[src/design/cross_kernel_sharpen_3x3_defines.svh]
// Assertion macros for the sharpen filter.
// Used by files that assert; expect clk and rst_n in scope.
`ifndef CROSS_KERNEL_SHARPEN_3X3_DEFINES_SVH
`define CROSS_KERNEL_SHARPEN_3X3_DEFINES_SVH

// Same-cycle implication, off during reset.
`define CKS_ASSERT_IMP(lbl, ante, cons) \
  lbl: assert property (@(posedge clk) disable iff (!rst_n) (ante) |-> (cons)) \
    else $error("sharpen filter check failed");

// Next-cycle implication, off during reset.
`define CKS_ASSERT_NXT(lbl, ante, cons) \
  lbl: assert property (@(posedge clk) disable iff (!rst_n) (ante) |=> (cons)) \
    else $error("sharpen filter check failed");

`endif

[src/design/cks_pkg.sv]
// Shared constants and types for the 3x3 sharpen filter.
// No dependencies; used by every module of the block.
`timescale 1ns / 1ps
`default_nettype none
package cks_pkg;

  localparam int DATA_W       = 8;
  localparam int CHANNELS     = 4;
  localparam int PIX_W        = DATA_W * 4;
  localparam int MAX_WIDTH    = 4096;
  localparam int ADDR_W       = $clog2(MAX_WIDTH);
  localparam int HEIGHT_LIMIT = 4096;
  localparam int ROW_W        = $clog2(HEIGHT_LIMIT);
  localparam int CFG_W        = 13;
  localparam int CFG_IDX_W    = 2;
  localparam int DIM_MIN      = 3;
  localparam int LANE_SUM_W   = DATA_W + 4;
  localparam int QUEUE_DEPTH  = 4;
  localparam int QPTR_W       = $clog2(QUEUE_DEPTH);
  localparam int QCNT_W       = QPTR_W + 1;

  // Register indexes
  localparam logic [CFG_IDX_W-1:0] REG_FRAME_WIDTH  = 2'd0;
  localparam logic [CFG_IDX_W-1:0] REG_FRAME_HEIGHT = 2'd1;

  localparam logic [CFG_W-1:0] FRAME_WIDTH_RST  = 13'd640;
  localparam logic [CFG_W-1:0] FRAME_HEIGHT_RST = 13'd480;

  typedef logic [PIX_W-1:0] pix_t;

  // Per-request control carried through the compute stage
  typedef struct packed {
    logic first;     // emits the result for the row above
    logic last_row;  // emits the own-position zero result too
    logic interior;  // window lies fully inside the frame
    logic done;      // last column of the row
  } s1_ctl_t;

  // One queued request: one or two results
  typedef struct packed {
    pix_t pix;
    logic first;
    logic second;
    logic done;
  } q_entry_t;

  typedef struct packed {
    logic [QCNT_W-1:0] count;
  } q_stat_t;

endpackage
`default_nettype wire

[src/design/cks_lane.sv]
// One channel lane: 5*centre minus the four cross neighbors, clamped.
// Depends on cks_pkg for the data widths.
`timescale 1ns / 1ps
`default_nettype none
module cks_lane (
  input  wire logic [cks_pkg::DATA_W-1:0] centre,
  input  wire logic [cks_pkg::DATA_W-1:0] left_px,
  input  wire logic [cks_pkg::DATA_W-1:0] right_px,
  input  wire logic [cks_pkg::DATA_W-1:0] up_px,
  input  wire logic [cks_pkg::DATA_W-1:0] down_px,
  input  wire logic                       interior,
  output logic      [cks_pkg::DATA_W-1:0] result
);

  localparam int SW = cks_pkg::LANE_SUM_W;
  localparam int DW = cks_pkg::DATA_W;

  logic        [SW-1:0] centre_x5;
  logic        [SW-1:0] neigh_sum;
  logic signed [SW-1:0] diff;

  // Scale centre by five, add up the neighbors
  assign centre_x5 = {{(SW-DW-2){1'b0}}, centre, 2'b00} + {{(SW-DW){1'b0}}, centre};
  assign neigh_sum = {{(SW-DW){1'b0}}, left_px} + {{(SW-DW){1'b0}}, right_px}
                   + {{(SW-DW){1'b0}}, up_px}   + {{(SW-DW){1'b0}}, down_px};
  assign diff      = $signed(centre_x5 - neigh_sum);

  // Clamp to the byte range, zero on the border
  always_comb begin
    if (!interior || diff < 0) begin
      result = '0;
    end else if (diff > $signed(SW'((1 << DW) - 1))) begin
      result = '1;
    end else begin
      result = diff[DW-1:0];
    end
  end

endmodule
`default_nettype wire

[config.mk]
export PLATFORM = sky130hd
export DESIGN_NAME = cks_lane
export DESIGN_NICKNAME = d
export VERILOG_FILES = /design/src/design/cross_kernel_sharpen_3x3_defines.svh /design/src/design/cks_pkg.sv /design/src/design/cks_lane.sv
export SDC_FILE = /design/constraint.sdc
export NUM_CORES = 1
export LEC_CHECK = 0
export BUFFER_PORTS_ARGS = -buffer_cell sky130_fd_sc_hd__buf_2
export CORE_ASPECT_RATIO = 0.7
export CORE_UTILIZATION = 35
export DETAILED_ROUTE_END_ITERATION = 10
export GPL_ROUTABILITY_DRIVEN = 0
export GPL_TIMING_DRIVEN = 0
export PLACE_DENSITY = 0.7
export SYNTH_ARGS = -nofsm -noshare
export SYNTH_HDL_FRONTEND = slang
export SYNTH_SLANG_ARGS = --single-unit
[constraint.sdc]
create_clock -name vclk -period 7.5
set_input_delay 1.5 -clock vclk [all_inputs]
set_output_delay 1.5 -clock vclk [all_outputs]
set_load 0.02 [all_outputs]
# ---- Yosys cells after proc, flatten, opt, wreduce, memory -nomap -nowiden
# Cells that the tools add are included.
dict set report word_totals {
  register_bits 0
}
dict set report classes {
  magnitude_cmp 2
  n_reduce_logical 2
  mux 2
  add_sub_neg 5
}
# op count
set op_table {}
lappend op_table {{$add A10 B8 Y11} 2}
lappend op_table {{$mux W8} 2}
lappend op_table {{$gt A12 B9 Y1 const B} 1}
lappend op_table {{$lt A12 B1 Y1 const B} 1}
lappend op_table {{$sub A11 B11 Y12} 1}
lappend op_table {{$add A9 B8 Y10} 1}
lappend op_table {{$add A8 B8 Y9} 1}
lappend op_table {{$logic_not A1 Y1} 1}
lappend op_table {{$logic_or A1 B1 Y1} 1}

# ---- Logic depth before layout (Yosys ltp)
dict set report depth {
  word_depth 7
  mapped_depth 13
  mapped_depth_nobuf 13
}

# ---- Least setup slack after synthesis
# OpenSTA, ideal clock, no wires.
dict set report synth_timing {
  path_kind {input to output}
  startpoint {input right_px[1] (netlist bit)}
  endpoint {output result[2] (netlist bit)}
  n_path_buf 0
  stages 12
  t_arrival_ns 5.026
  path_slack_ns 0.974
  cell_sequence {inv_1 > fa_1 > fa_1 > inv_1 > fa_1 > inv_1 > fa_1 > a21o_1 > a221o_2 > mux2i_1 > a211oi_2 > a31oi_1}
}
dict set report synth_via {
  elab_chain_len 7
  elab_cells_between_ends 9
  cone_classes {add/sub (4); order compare (2); mux (2); reduce/logical (1)}
}
# item line_no
set synth_lines {}
lappend synth_lines {{start, declared} cks_lane.sv:8} ;# input wire logic [cks_pkg::DATA_W-1:0] right_px,
lappend synth_lines {{$add A8 B8 Y9 *} cks_lane.sv:24} ;# assign neigh_sum = {{(SW-DW){1'b0}}, left_px} + {{(SW-DW){1'b0}}, right_px}
lappend synth_lines {{$add A9 B8 Y10 *} cks_lane.sv:25} ;# + {{(SW-DW){1'b0}}, up_px} + {{(SW-DW){1'b0}}, down_px};
lappend synth_lines {{$add A10 B8 Y11 *} cks_lane.sv:25}
lappend synth_lines {{$sub A11 B11 Y12 *} cks_lane.sv:26} ;# assign diff = $signed(centre_x5 - neigh_sum);
lappend synth_lines {{$gt A12 B9 Y1 / $lt A12 B1 Y1 (equally long branches)} {cks_lane.sv:32, cks_lane.sv:30}}
lappend synth_lines {{$mux W8 / $logic_or A1 B1 Y1 (equally long branches)} {cks_lane.sv:32, cks_lane.sv:30}}
lappend synth_lines {{$mux W8 *} cks_lane.sv:30} ;# if (!interior || diff < 0) begin
lappend synth_lines {{end, declared} cks_lane.sv:12} ;# output logic [cks_pkg::DATA_W-1:0] result
# Every way passes the cells marked *; elsewhere a longest branch is shown, timed or not.

# ---- Worst setup path after layout
dict set report layout_timing {
  startpoint {input right_px[1] (netlist bit)}
  endpoint {output result[3] (netlist bit)}
}
# Same word-level chain as after synthesis.

==> impl_metrics.tcl <==
set metrics [dict create \
    rows 19 \
    yosysMostFrequentCell "inv_1" \
    start_util_pct 37.2 \
    ys_seq_area_share_pct 0 \
    dp.final_hpwl_um 2410 \
    slew_headroom_pct 66.8 \
    critPathLaunch "right_px[1]" \
    final_layout_size_suffix_gt1_share_pct 24.3 \
    met1_usage_pct 16.8 \
    setup_viol_count_final 0 \
    syn-instance-count 177 \
    num_antenna_cells 0 \
    hold_viol_final 0 \
    critPathRequiredTime_ns 6.00 \
    max_freq_mhz 146 \
    drtAntennaViolNets 0 \
    finalWorstSetupSlack_ns 0.658 \
    regArea_um2 0 \
    gr-total-overflow 0 \
    leakage_nw 1.09 \
    dr.pass1.iters 4 \
    ir_worst_vdd_uv 114 \
    status "finished, final reports clean" \
    setup_tns_ns 0 \
    min_from "centre[0]" \
    yosys_warnings 0 \
    synth_nets 263 \
    avgViaCountPerCell 4.33 \
    grt.busiest_layer "met2" \
    drt_iter0_drc 17 \
    nClkBuffers 0 \
    grt_pass1_wl_um 4670 \
    synthTopCellsByCount "inv_1, fa_1, ha_1" \
    die-area_um2 4540 \
    ys_types 27 \
    die-width_um 80.1 \
    use_met2_pct 23.4 \
    ys_top_cells_by_area "fa_1, inv_1, ha_1" \
    syn2layout_area_growth_pct 20.8 \
    cts_hold_buf 0 \
    critPathCaptureType "output pin" \
    grt_max_degree 9 \
    avgRoutedWirePerCell_um 9.03 \
    die_height_um 56.7 \
    power.density_nw_per_um2 274 \
    cts_resized 0 \
    grt.total_usage_pct 12.4 \
    io_pins 49 \
    startpoint_type "primary input" \
    avgSynthCellArea_um2 8.45 \
    arrival_ns 5.34 \
    seq_cells 0 \
    final_nets 314 \
    period_share_pct 91.2 \
    vias 1205 \
    met3_usage_pct 0.163 \
    postCtsSetupBuffers 0 \
    synth_top_area_cell "fa_1" \
    worst_slew_pin_slew_ns 0.497 \
    min_period_ns 6.84 \
    grt_setup_unrepaired "false" \
    maxCapViolCount 0 \
    port_buffers 49 \
    synth_top_area_share_pct 40.2 \
    dpl_worst_slack_ns 0.689 \
    routed_wl_um 2510 \
    cp_max_fo 8 \
    syn_area_um2 1500 \
    antenna_found_initial 0 \
    core_area_um2 4020 \
    min_path_type "primary input to output pin" \
    maxSlewViolCount 0 \
    post-route-drc-count 0 \
    grt_pass1_vias 1195 \
    crit_type "primary input to output pin" \
]
-- layout make-up --
| class | count | area [um2] |
|---|---|---|
| well taps | 52 | 65.1 |
| inverters | 75 | 282 |
| repair buffers | 49 | 245 |
| fillers | 419 | 2210 |
| multi-input cells | 102 | 1210 |
-- power breakdown --
group | total, mW | leakage [nW] | internal [mW] | switching [mW]
sequential | 0 | 0 | 0 | 0
clock | 0 | 0 | 0 | 0
combinational | 0.496 | 1.09 | 0.211 | 0.285
-- per-layer routing --
layer	routed length, um	part of all wire [%]	vias to the layer above
met5	0	0	-
met4	0	0	0
met3	128	5.1	0
met2	1180	47	29
met1	1200	48	544
li1	-	-	632
-- final timing paths --
path / endpoint / depth (start not counted)
setup / recovery: result[3] / 14
hold / removal: result[0] / 5
-- placed cells by master, fill, tap and decap left out, drive strengths merged, types with 2 or more instances in the layout --
cell type  instances
a31oi              9
and3               3
inv               75
fa                30
xor2               3
nand2              2
mux2i              3
a21oi              6
a21o               4
o21ai              2
ha                15
nor2               5
xnor2              5
a211oi             3
buf               49
-- metrics by stage --
| stage | total power, mW | std cells | hold WS (ns) | cell area, um2 | utilization, % |
|---|---|---|---|---|---|
| after floorplan | 0.401 | 177 | 3.37 | 1500 | - |
| after global placement | 0.491 | 278 | 3.60 | 1810 | 44.9 |
| after detailed placement | 0.496 | 278 | 3.61 | 1810 | 44.9 |
| after CTS | 0.501 | 278 | 3.61 | 1810 | 44.9 |
| after global routing | 0.570 | 278 | 3.66 | 1810 | 44.9 |
| final | 0.496 | 278 | 3.63 | 1810 | 44.9 |
-- cell families after synthesis --
family                     share of synthesized area, %
xor gates and xnor gates                           4.69
muxes                                              2.01
AOI/OAI and AO/OA                                  17.2
adders and majority gates                          52.7
and+or+nand+nor                                    4.52
buffers and inverters                              18.8
-- critical path, cell delays in order --
cell,delay (ns)
buf_2,0.08
inv_1,0.04
fa_1,0.51
fa_1,0.55
inv_1,0.06
fa_1,0.54
inv_1,0.07
fa_1,0.42
a21o_1,0.20
a221o_2,0.40
mux2i_1,0.15
a211oi_2,0.49
a31oi_1,0.16
buf_2,0.19
Note: power is estimated with default switching activity, not from simulation.
