$ cat src/design/cross_kernel_sharpen_3x3_defines.svh
// Assertion macros for the sharpen filter.
// Used by files that assert; expect clk and rst_n in scope.
`ifndef CROSS_KERNEL_SHARPEN_3X3_DEFINES_SVH
`define CROSS_KERNEL_SHARPEN_3X3_DEFINES_SVH

// Same-cycle implication, off during reset.
`define CKS_ASSERT_IMP(lbl, ante, cons) \
  lbl: assert property (@(posedge clk) disable iff (!rst_n) (ante) |-> (cons)) \
    else $error("sharpen filter check failed");

// Next-cycle implication, off during reset.
`define CKS_ASSERT_NXT(lbl, ante, cons) \
  lbl: assert property (@(posedge clk) disable iff (!rst_n) (ante) |=> (cons)) \
    else $error("sharpen filter check failed");

`endif

$ cat src/design/cks_pkg.sv
// Shared constants and types for the 3x3 sharpen filter.
// No dependencies; used by every module of the block.
`timescale 1ns / 1ps
`default_nettype none
package cks_pkg;

  localparam int DATA_W       = 8;
  localparam int CHANNELS     = 4;
  localparam int PIX_W        = DATA_W * 4;
  localparam int MAX_WIDTH    = 4096;
  localparam int ADDR_W       = $clog2(MAX_WIDTH);
  localparam int HEIGHT_LIMIT = 4096;
  localparam int ROW_W        = $clog2(HEIGHT_LIMIT);
  localparam int CFG_W        = 13;
  localparam int CFG_IDX_W    = 2;
  localparam int DIM_MIN      = 3;
  localparam int LANE_SUM_W   = DATA_W + 4;
  localparam int QUEUE_DEPTH  = 4;
  localparam int QPTR_W       = $clog2(QUEUE_DEPTH);
  localparam int QCNT_W       = QPTR_W + 1;

  // Register indexes
  localparam logic [CFG_IDX_W-1:0] REG_FRAME_WIDTH  = 2'd0;
  localparam logic [CFG_IDX_W-1:0] REG_FRAME_HEIGHT = 2'd1;

  localparam logic [CFG_W-1:0] FRAME_WIDTH_RST  = 13'd640;
  localparam logic [CFG_W-1:0] FRAME_HEIGHT_RST = 13'd480;

  typedef logic [PIX_W-1:0] pix_t;

  // Per-request control carried through the compute stage
  typedef struct packed {
    logic first;     // emits the result for the row above
    logic last_row;  // emits the own-position zero result too
    logic interior;  // window lies fully inside the frame
    logic done;      // last column of the row
  } s1_ctl_t;

  // One queued request: one or two results
  typedef struct packed {
    pix_t pix;
    logic first;
    logic second;
    logic done;
  } q_entry_t;

  typedef struct packed {
    logic [QCNT_W-1:0] count;
  } q_stat_t;

endpackage
`default_nettype wire

$ cat src/design/cks_out_queue.sv
// Result queue: one entry per request, unrolled into one or two results.
// Depends on cks_pkg for the entry and status types.
`timescale 1ns / 1ps
`default_nettype none
module cks_out_queue (
  input  wire logic              clk,
  input  wire logic              rst_n,
  input  wire logic              push,
  input  wire cks_pkg::q_entry_t push_entry,
  output logic                   out_valid,
  input  wire logic              out_ready,
  output cks_pkg::pix_t          out_pix,
  output logic                   out_last,
  output logic                   out_done,
  output cks_pkg::q_stat_t       stat
);

  localparam int D = cks_pkg::QUEUE_DEPTH;
  localparam int PW = cks_pkg::QPTR_W;
  localparam int CW = cks_pkg::QCNT_W;

  cks_pkg::q_entry_t q_mem_r [D];
  cks_pkg::q_entry_t head;

  logic [PW-1:0] wr_ptr_r, wr_ptr_nxt;
  logic [PW-1:0] rd_ptr_r, rd_ptr_nxt;
  logic [CW-1:0] cnt_r, cnt_nxt;
  logic          phase_r, phase_nxt;
  logic          second_now;
  logic          take;
  logic          pop;

  assign head       = q_mem_r[rd_ptr_r];
  assign out_valid  = (cnt_r != '0);
  assign second_now = phase_r || !head.first;
  assign out_pix    = second_now ? '0 : head.pix;
  assign out_last   = second_now || !head.second;
  assign out_done   = second_now && head.done;
  assign take       = out_valid && out_ready;
  assign pop        = take && out_last;
  assign stat.count = cnt_r;

  // Advance pointers, count and result phase
  always_comb begin
    wr_ptr_nxt = push ? wr_ptr_r + PW'(1) : wr_ptr_r;
    rd_ptr_nxt = pop ? rd_ptr_r + PW'(1) : rd_ptr_r;
    cnt_nxt    = cnt_r + CW'(push) - CW'(pop);
    phase_nxt  = take ? !pop : phase_r;
  end

  always_ff @(posedge clk) begin
    if (!rst_n) begin
      wr_ptr_r <= '0;
      rd_ptr_r <= '0;
      cnt_r    <= '0;
      phase_r  <= 1'b0;
    end else begin
      wr_ptr_r <= wr_ptr_nxt;
      rd_ptr_r <= rd_ptr_nxt;
      cnt_r    <= cnt_nxt;
      phase_r  <= phase_nxt;
    end
  end

  // Hold entries
  always_ff @(posedge clk) begin
    if (push) begin
      q_mem_r[wr_ptr_r] <= push_entry;
    end
  end

endmodule
`default_nettype wire

$ cat config.mk
export PLATFORM = sky130hd
export DESIGN_NAME = cks_out_queue
export DESIGN_NICKNAME = d
export VERILOG_FILES = /design/src/design/cross_kernel_sharpen_3x3_defines.svh /design/src/design/cks_pkg.sv /design/src/design/cks_out_queue.sv
export SDC_FILE = /design/constraint.sdc
export NUM_CORES = 1
export LEC_CHECK = 0
export BUFFER_PORTS_ARGS = -buffer_cell sky130_fd_sc_hd__buf_2
export CAP_MARGIN = 20
export CORE_ASPECT_RATIO = 1.75
export CORE_MARGIN = 2
export CORE_UTILIZATION = 55
export DETAILED_ROUTE_END_ITERATION = 16
export GPL_TIMING_DRIVEN = 0
export PLACE_DENSITY_LB_ADDON = 0.3
export SYNTH_ARGS = -nofsm -noshare
export SYNTH_HDL_FRONTEND = slang
export SYNTH_SLANG_ARGS = --single-unit
$ cat constraint.sdc
create_clock -name clk -period 6.05 [get_ports clk]
set_clock_uncertainty 0.2 [all_clocks]
set_input_delay 0.605 -clock clk [delete_from_list [all_inputs] [get_ports clk]]
set_output_delay 0.605 -clock clk [all_outputs]
set_load 0.02 [all_outputs]
* Word level (Yosys, flattened, before mapping)
Memory sizes are Yosys's and may differ from the RTL's. A register that Yosys moved wholly into a read port is not among the register bits.
Index checks and enable logic that the tools add are counted.
** Operators by class
- Mux-type cells :: 5
- Reduce and logical (&&, ||, !) cells :: 9
- $add $sub $neg :: 4
** Operators with widths (count)
- 32-bit 2-to-1 mux :: 1
- 2-bit by 1-bit adder with 2-bit output, second input constant :: 2
- 2-bit 2-to-1 mux :: 2
- 3-bit by 1-bit adder with 3-bit output :: 1
- 1-bit logical AND :: 3
- 1-bit zero test :: 3
- 3-bit nonzero test :: 1
- 3-bit by 1-bit subtractor with 3-bit output :: 1
- 1-bit logical OR :: 2
- 1-bit 2-to-1 mux :: 2
** Word-level totals
- Output and inout bits :: 38
- Bits in writable memories :: 140
- Memories kept :: 1
- Register bits after elaboration :: 8
** Memories
- q_mem_r :: depth 4, width 35, read ports 1, clocked after Yosys merged registers in 1, write ports 1, RTL line cks_out_queue.sv:22 : cks_pkg::q_entry_t q_mem_r [D];

* Depth between registers and ports, before layout
- Depth in word-level cells :: 6
- Mapped depth :: 10

* Least setup slack after synthesis
OpenSTA, ideal clock, no wires.
- Kind :: register -> register
- From :: reg with a tool-made name
- To :: reg cnt_r[2], in the netlist stat[2]
- Path slack :: 3356 ps
- Data required time :: 5772 ps
- Setup time :: 78 ps
- Clock period less this slack :: 2694 ps
- Buffers on the path :: 1
- Cell stages (with the launch flop) :: 11
- Arrival :: 2416 ps
- Cell sequence :: dfxtp_1 > buf_6 > mux4_2 > a31oi_4 > xor2_1 > ha_1 > inv_1 > fa_1 > xor2_1 > and2_1 > nor3_1
** RTL lines
- end signal: assignment :: RTL line cks_out_queue.sv:60 : cnt_r <= cnt_nxt;
- end: declaration :: RTL line cks_out_queue.sv:27 : logic [CW-1:0] cnt_r, cnt_nxt;

==> flow_summary.yaml <==
critical_path:
  critical_path.max_stage_delay_ps: 460
  setup.worst_path.end_class: "output port"
  crit_buf_inv: 3
  crit_path_max_fanout: 10
  critical_path_arrival_ps: 2430
  crit_top_cell: "clkbuf_1"
  cp_slowest_cell: "mux4_2"
  crit_chain: "clkbuf_1 > mux4_2 > clkbuf_1 > and3_1 > buf_2"
  worst_setup_path_start_kind: "flop"
  worstPathRequired_ps: 5240
  cpLargestDelayFamily: "buffers and inverters"
  path_class: "flop to output port"
die:
  design.portCount: 77
  number_of_rows_created_at_floorplan: 49
  coreArea_mm2: 0.01030
  die_height_um: 139.9
  die_x_um: 81.63
  floorplan.initialDensity_pct: 56.32
  floorplan.die_area_mm2: 0.01142
drt:
  detailed_router_s_first_iteration_violation_count: 153
  ant_nets: 0
  num_vias: 2923
  detail_route.drc_violations: 0
  wl_per_cell_um: 21.21
  drt_first_pass_iters: 4
  vias_per_cell: 5.698
  drt-total-wl_um: 10880
timing:
  totalNegativeSetupSlack_ps: 0
  timing.max_slew.rel_slack_pct: 44.71
  hold_violations: 0
  final_period_minus_worst_setup_slack_ps: 3233
  max_clock_freq_ghz: 0.3094
  worst_slew_pin_slew_ps: 822.4
  finalSetupViolCount: 0
  final_min_period_over_clock_period_pct: 53.43
  grt_setup_unrepaired: "no"
  final-max-slew-violation-count: 0
clocking:
  clk_transition_reported_paths_ps: 60
  cts-htree-levels: 4
  post_cts_buffers: 0
  cts_sinks: 150
  tritoncts_clock_tree: "done"
  cts_resized: 0
  cts.root.buffer_cell: "clkbuf_16"
  cts_buffers: 17
  clkLatencyLatePin_ps: 410
  cts_buffer_depth: 2
  hold_buffers: 0
final_layout:
  final_core_utilization_pct: 68.61
  finalNonFillerCells: 513
  drive_gt1_share_pct: 40.16
  layout.cells.most_common: "edfxtp_1"
  layout.nets: 418
  syn_to_final_growth_pct: 21.83
  most-common-layout-cells: "edfxtp_1 (140), buf_2 (79), mux4_2 (35), and3_1 (32), clkbuf_16 (17)"
  n_antenna_cell: 0
  post-route-cell-area_mm2: 0.007067
synthesis:
  yosysTopAreaCell: "edfxtp_1"
  postSynthNetCount: 319
  synth_cell_type_count: 26
  synth_warnings: 0
  synth_seq_cells: 150
  sequential_cell_area_fraction_in_the_yosys_report_pct: 75.93
  synth_async_sr_flop_share_pct: 0
  syn_area_mm2: 0.005801
  yosysTopAreaCellShare_pct: 72.48
  number_of_enable_type_register_cells_in_the_synthesized_netlist: 140
  synth.top_cells.by_area: "edfxtp_1 (72%), mux4_2 (14%), and3_1 (3.5%)"
  synth_top_flop_cell: "edfxtp_1"
  post_synth_inst_count: 274
  synth.avg_cell_area_um2: 21.17
run:
  cap_violations: 0
grt:
  grt_first_pass_wirelength_um: 16810
  grt_util_all_layers_pct: 20.99
  grt.overflow.total: 0
  number_of_global_route_vias_before_repair: 3199
  pin_count_of_the_biggest_net_entering_global_routing: 21
  grt_antenna_before_repair: 0
placed_design:
  dpl-instance-area_mm2: 0.006455
  place.detailed.instances: 481
  globalplace.congestion: 0.7007
  hpwlAfterDp_um: 7317
  numPortBuffers: 76
hold_path:
  hold_path.class: "input port to flop"
  min-delay-start: "push_entry[30]"
pwr:
  max-vdd-ir-drop_uv: 314.0
  powerDensity_mw_per_mm2: 418.8
  leakagePower_nw: 2.574
outcome:
  status: "complete, no violations"
==> routing by layer <==
metal / part of all wire, % / up-vias / routed length (µm) / GRT usage (%)
met4: 1.1 / 0 / 122 / 6.140
met1: 36 / 1519 / 3879 / 22.11
li1: - / 1323 / - / -
met3: 4.4 / 13 / 475 / 6.420
met5: 0 / - / 0 / 0
met2: 59 / 68 / 6405 / 38.87
==> area by class of cell <==
type / count / area (µm²)
clock inverter: 15 / 186.4
sequential: 150 / 4404
fill: 675 / 3233
timing repair buffer: 80 / 490.5
inverter: 6 / 22.52
clock buffer: 17 / 425.4
buffer: 14 / 63.81
multi-input combinational: 104 / 1315
tap: 127 / 158.9
==> flip-flops by register name (all words and copies together), names as in the netlist, named ones only <==
| register | flops |
|---|---|
| phase_r | 1 |
| q_mem_r | 140 |
| rd_ptr_r | 2 |
| stat | 3 |
| wr_ptr_r | 2 |
==> final timing paths <==
check | endpoint | slack, ps | cells past startpoint
worst max-delay path | out_pix[30] | 2820 | 5
worst min-delay path | q_mem_r[1][30] | 200 | 1
worst max register to register | stat[2] | 3060 | 10
worst min register to register | flop | 300 | 2
==> stage by stage <==
step / hold WS (ps) / power [mW] / setup WS, ps
final: 204.5 / 2.960 / 2817
after global routing: 198.8 / 3.085 / 2632
after CTS: 188.4 / 2.994 / 2778
after detailed placement: 277.9 / 1.924 / 3095
after global placement: 260.2 / 1.898 / 3127
after floorplan: 251.6 / 1.711 / 3356
==> report_power, final <==
group          switching (mW)  internal, mW
clock                   0.384         0.683
combinational           0.382         0.286
sequential             0.0243          1.20
total                   0.790          2.17
==> kinds of logic after synthesis <==
kind of cell,share of synthesized area (%)
adders and majority gates,1.424
and+or+nand+nor,5.047
muxes,14.45
DFF,75.93
AOI/OAI and AO/OA,1.208
buffers and inverters,1.488
xor gates and xnor gates,0.4531
==> cells in the mapped netlist, drive strengths merged (2+ instances only) <==
library cell    n
and2            6
and3           32
buf             4
clkbuf         10
dfxtp          10
edfxtp        140
ha              5
inv             6
mux2i           5
mux4           35
nand2           3
nor2            4
xor2            2
(Power assumes the default switching activity.)
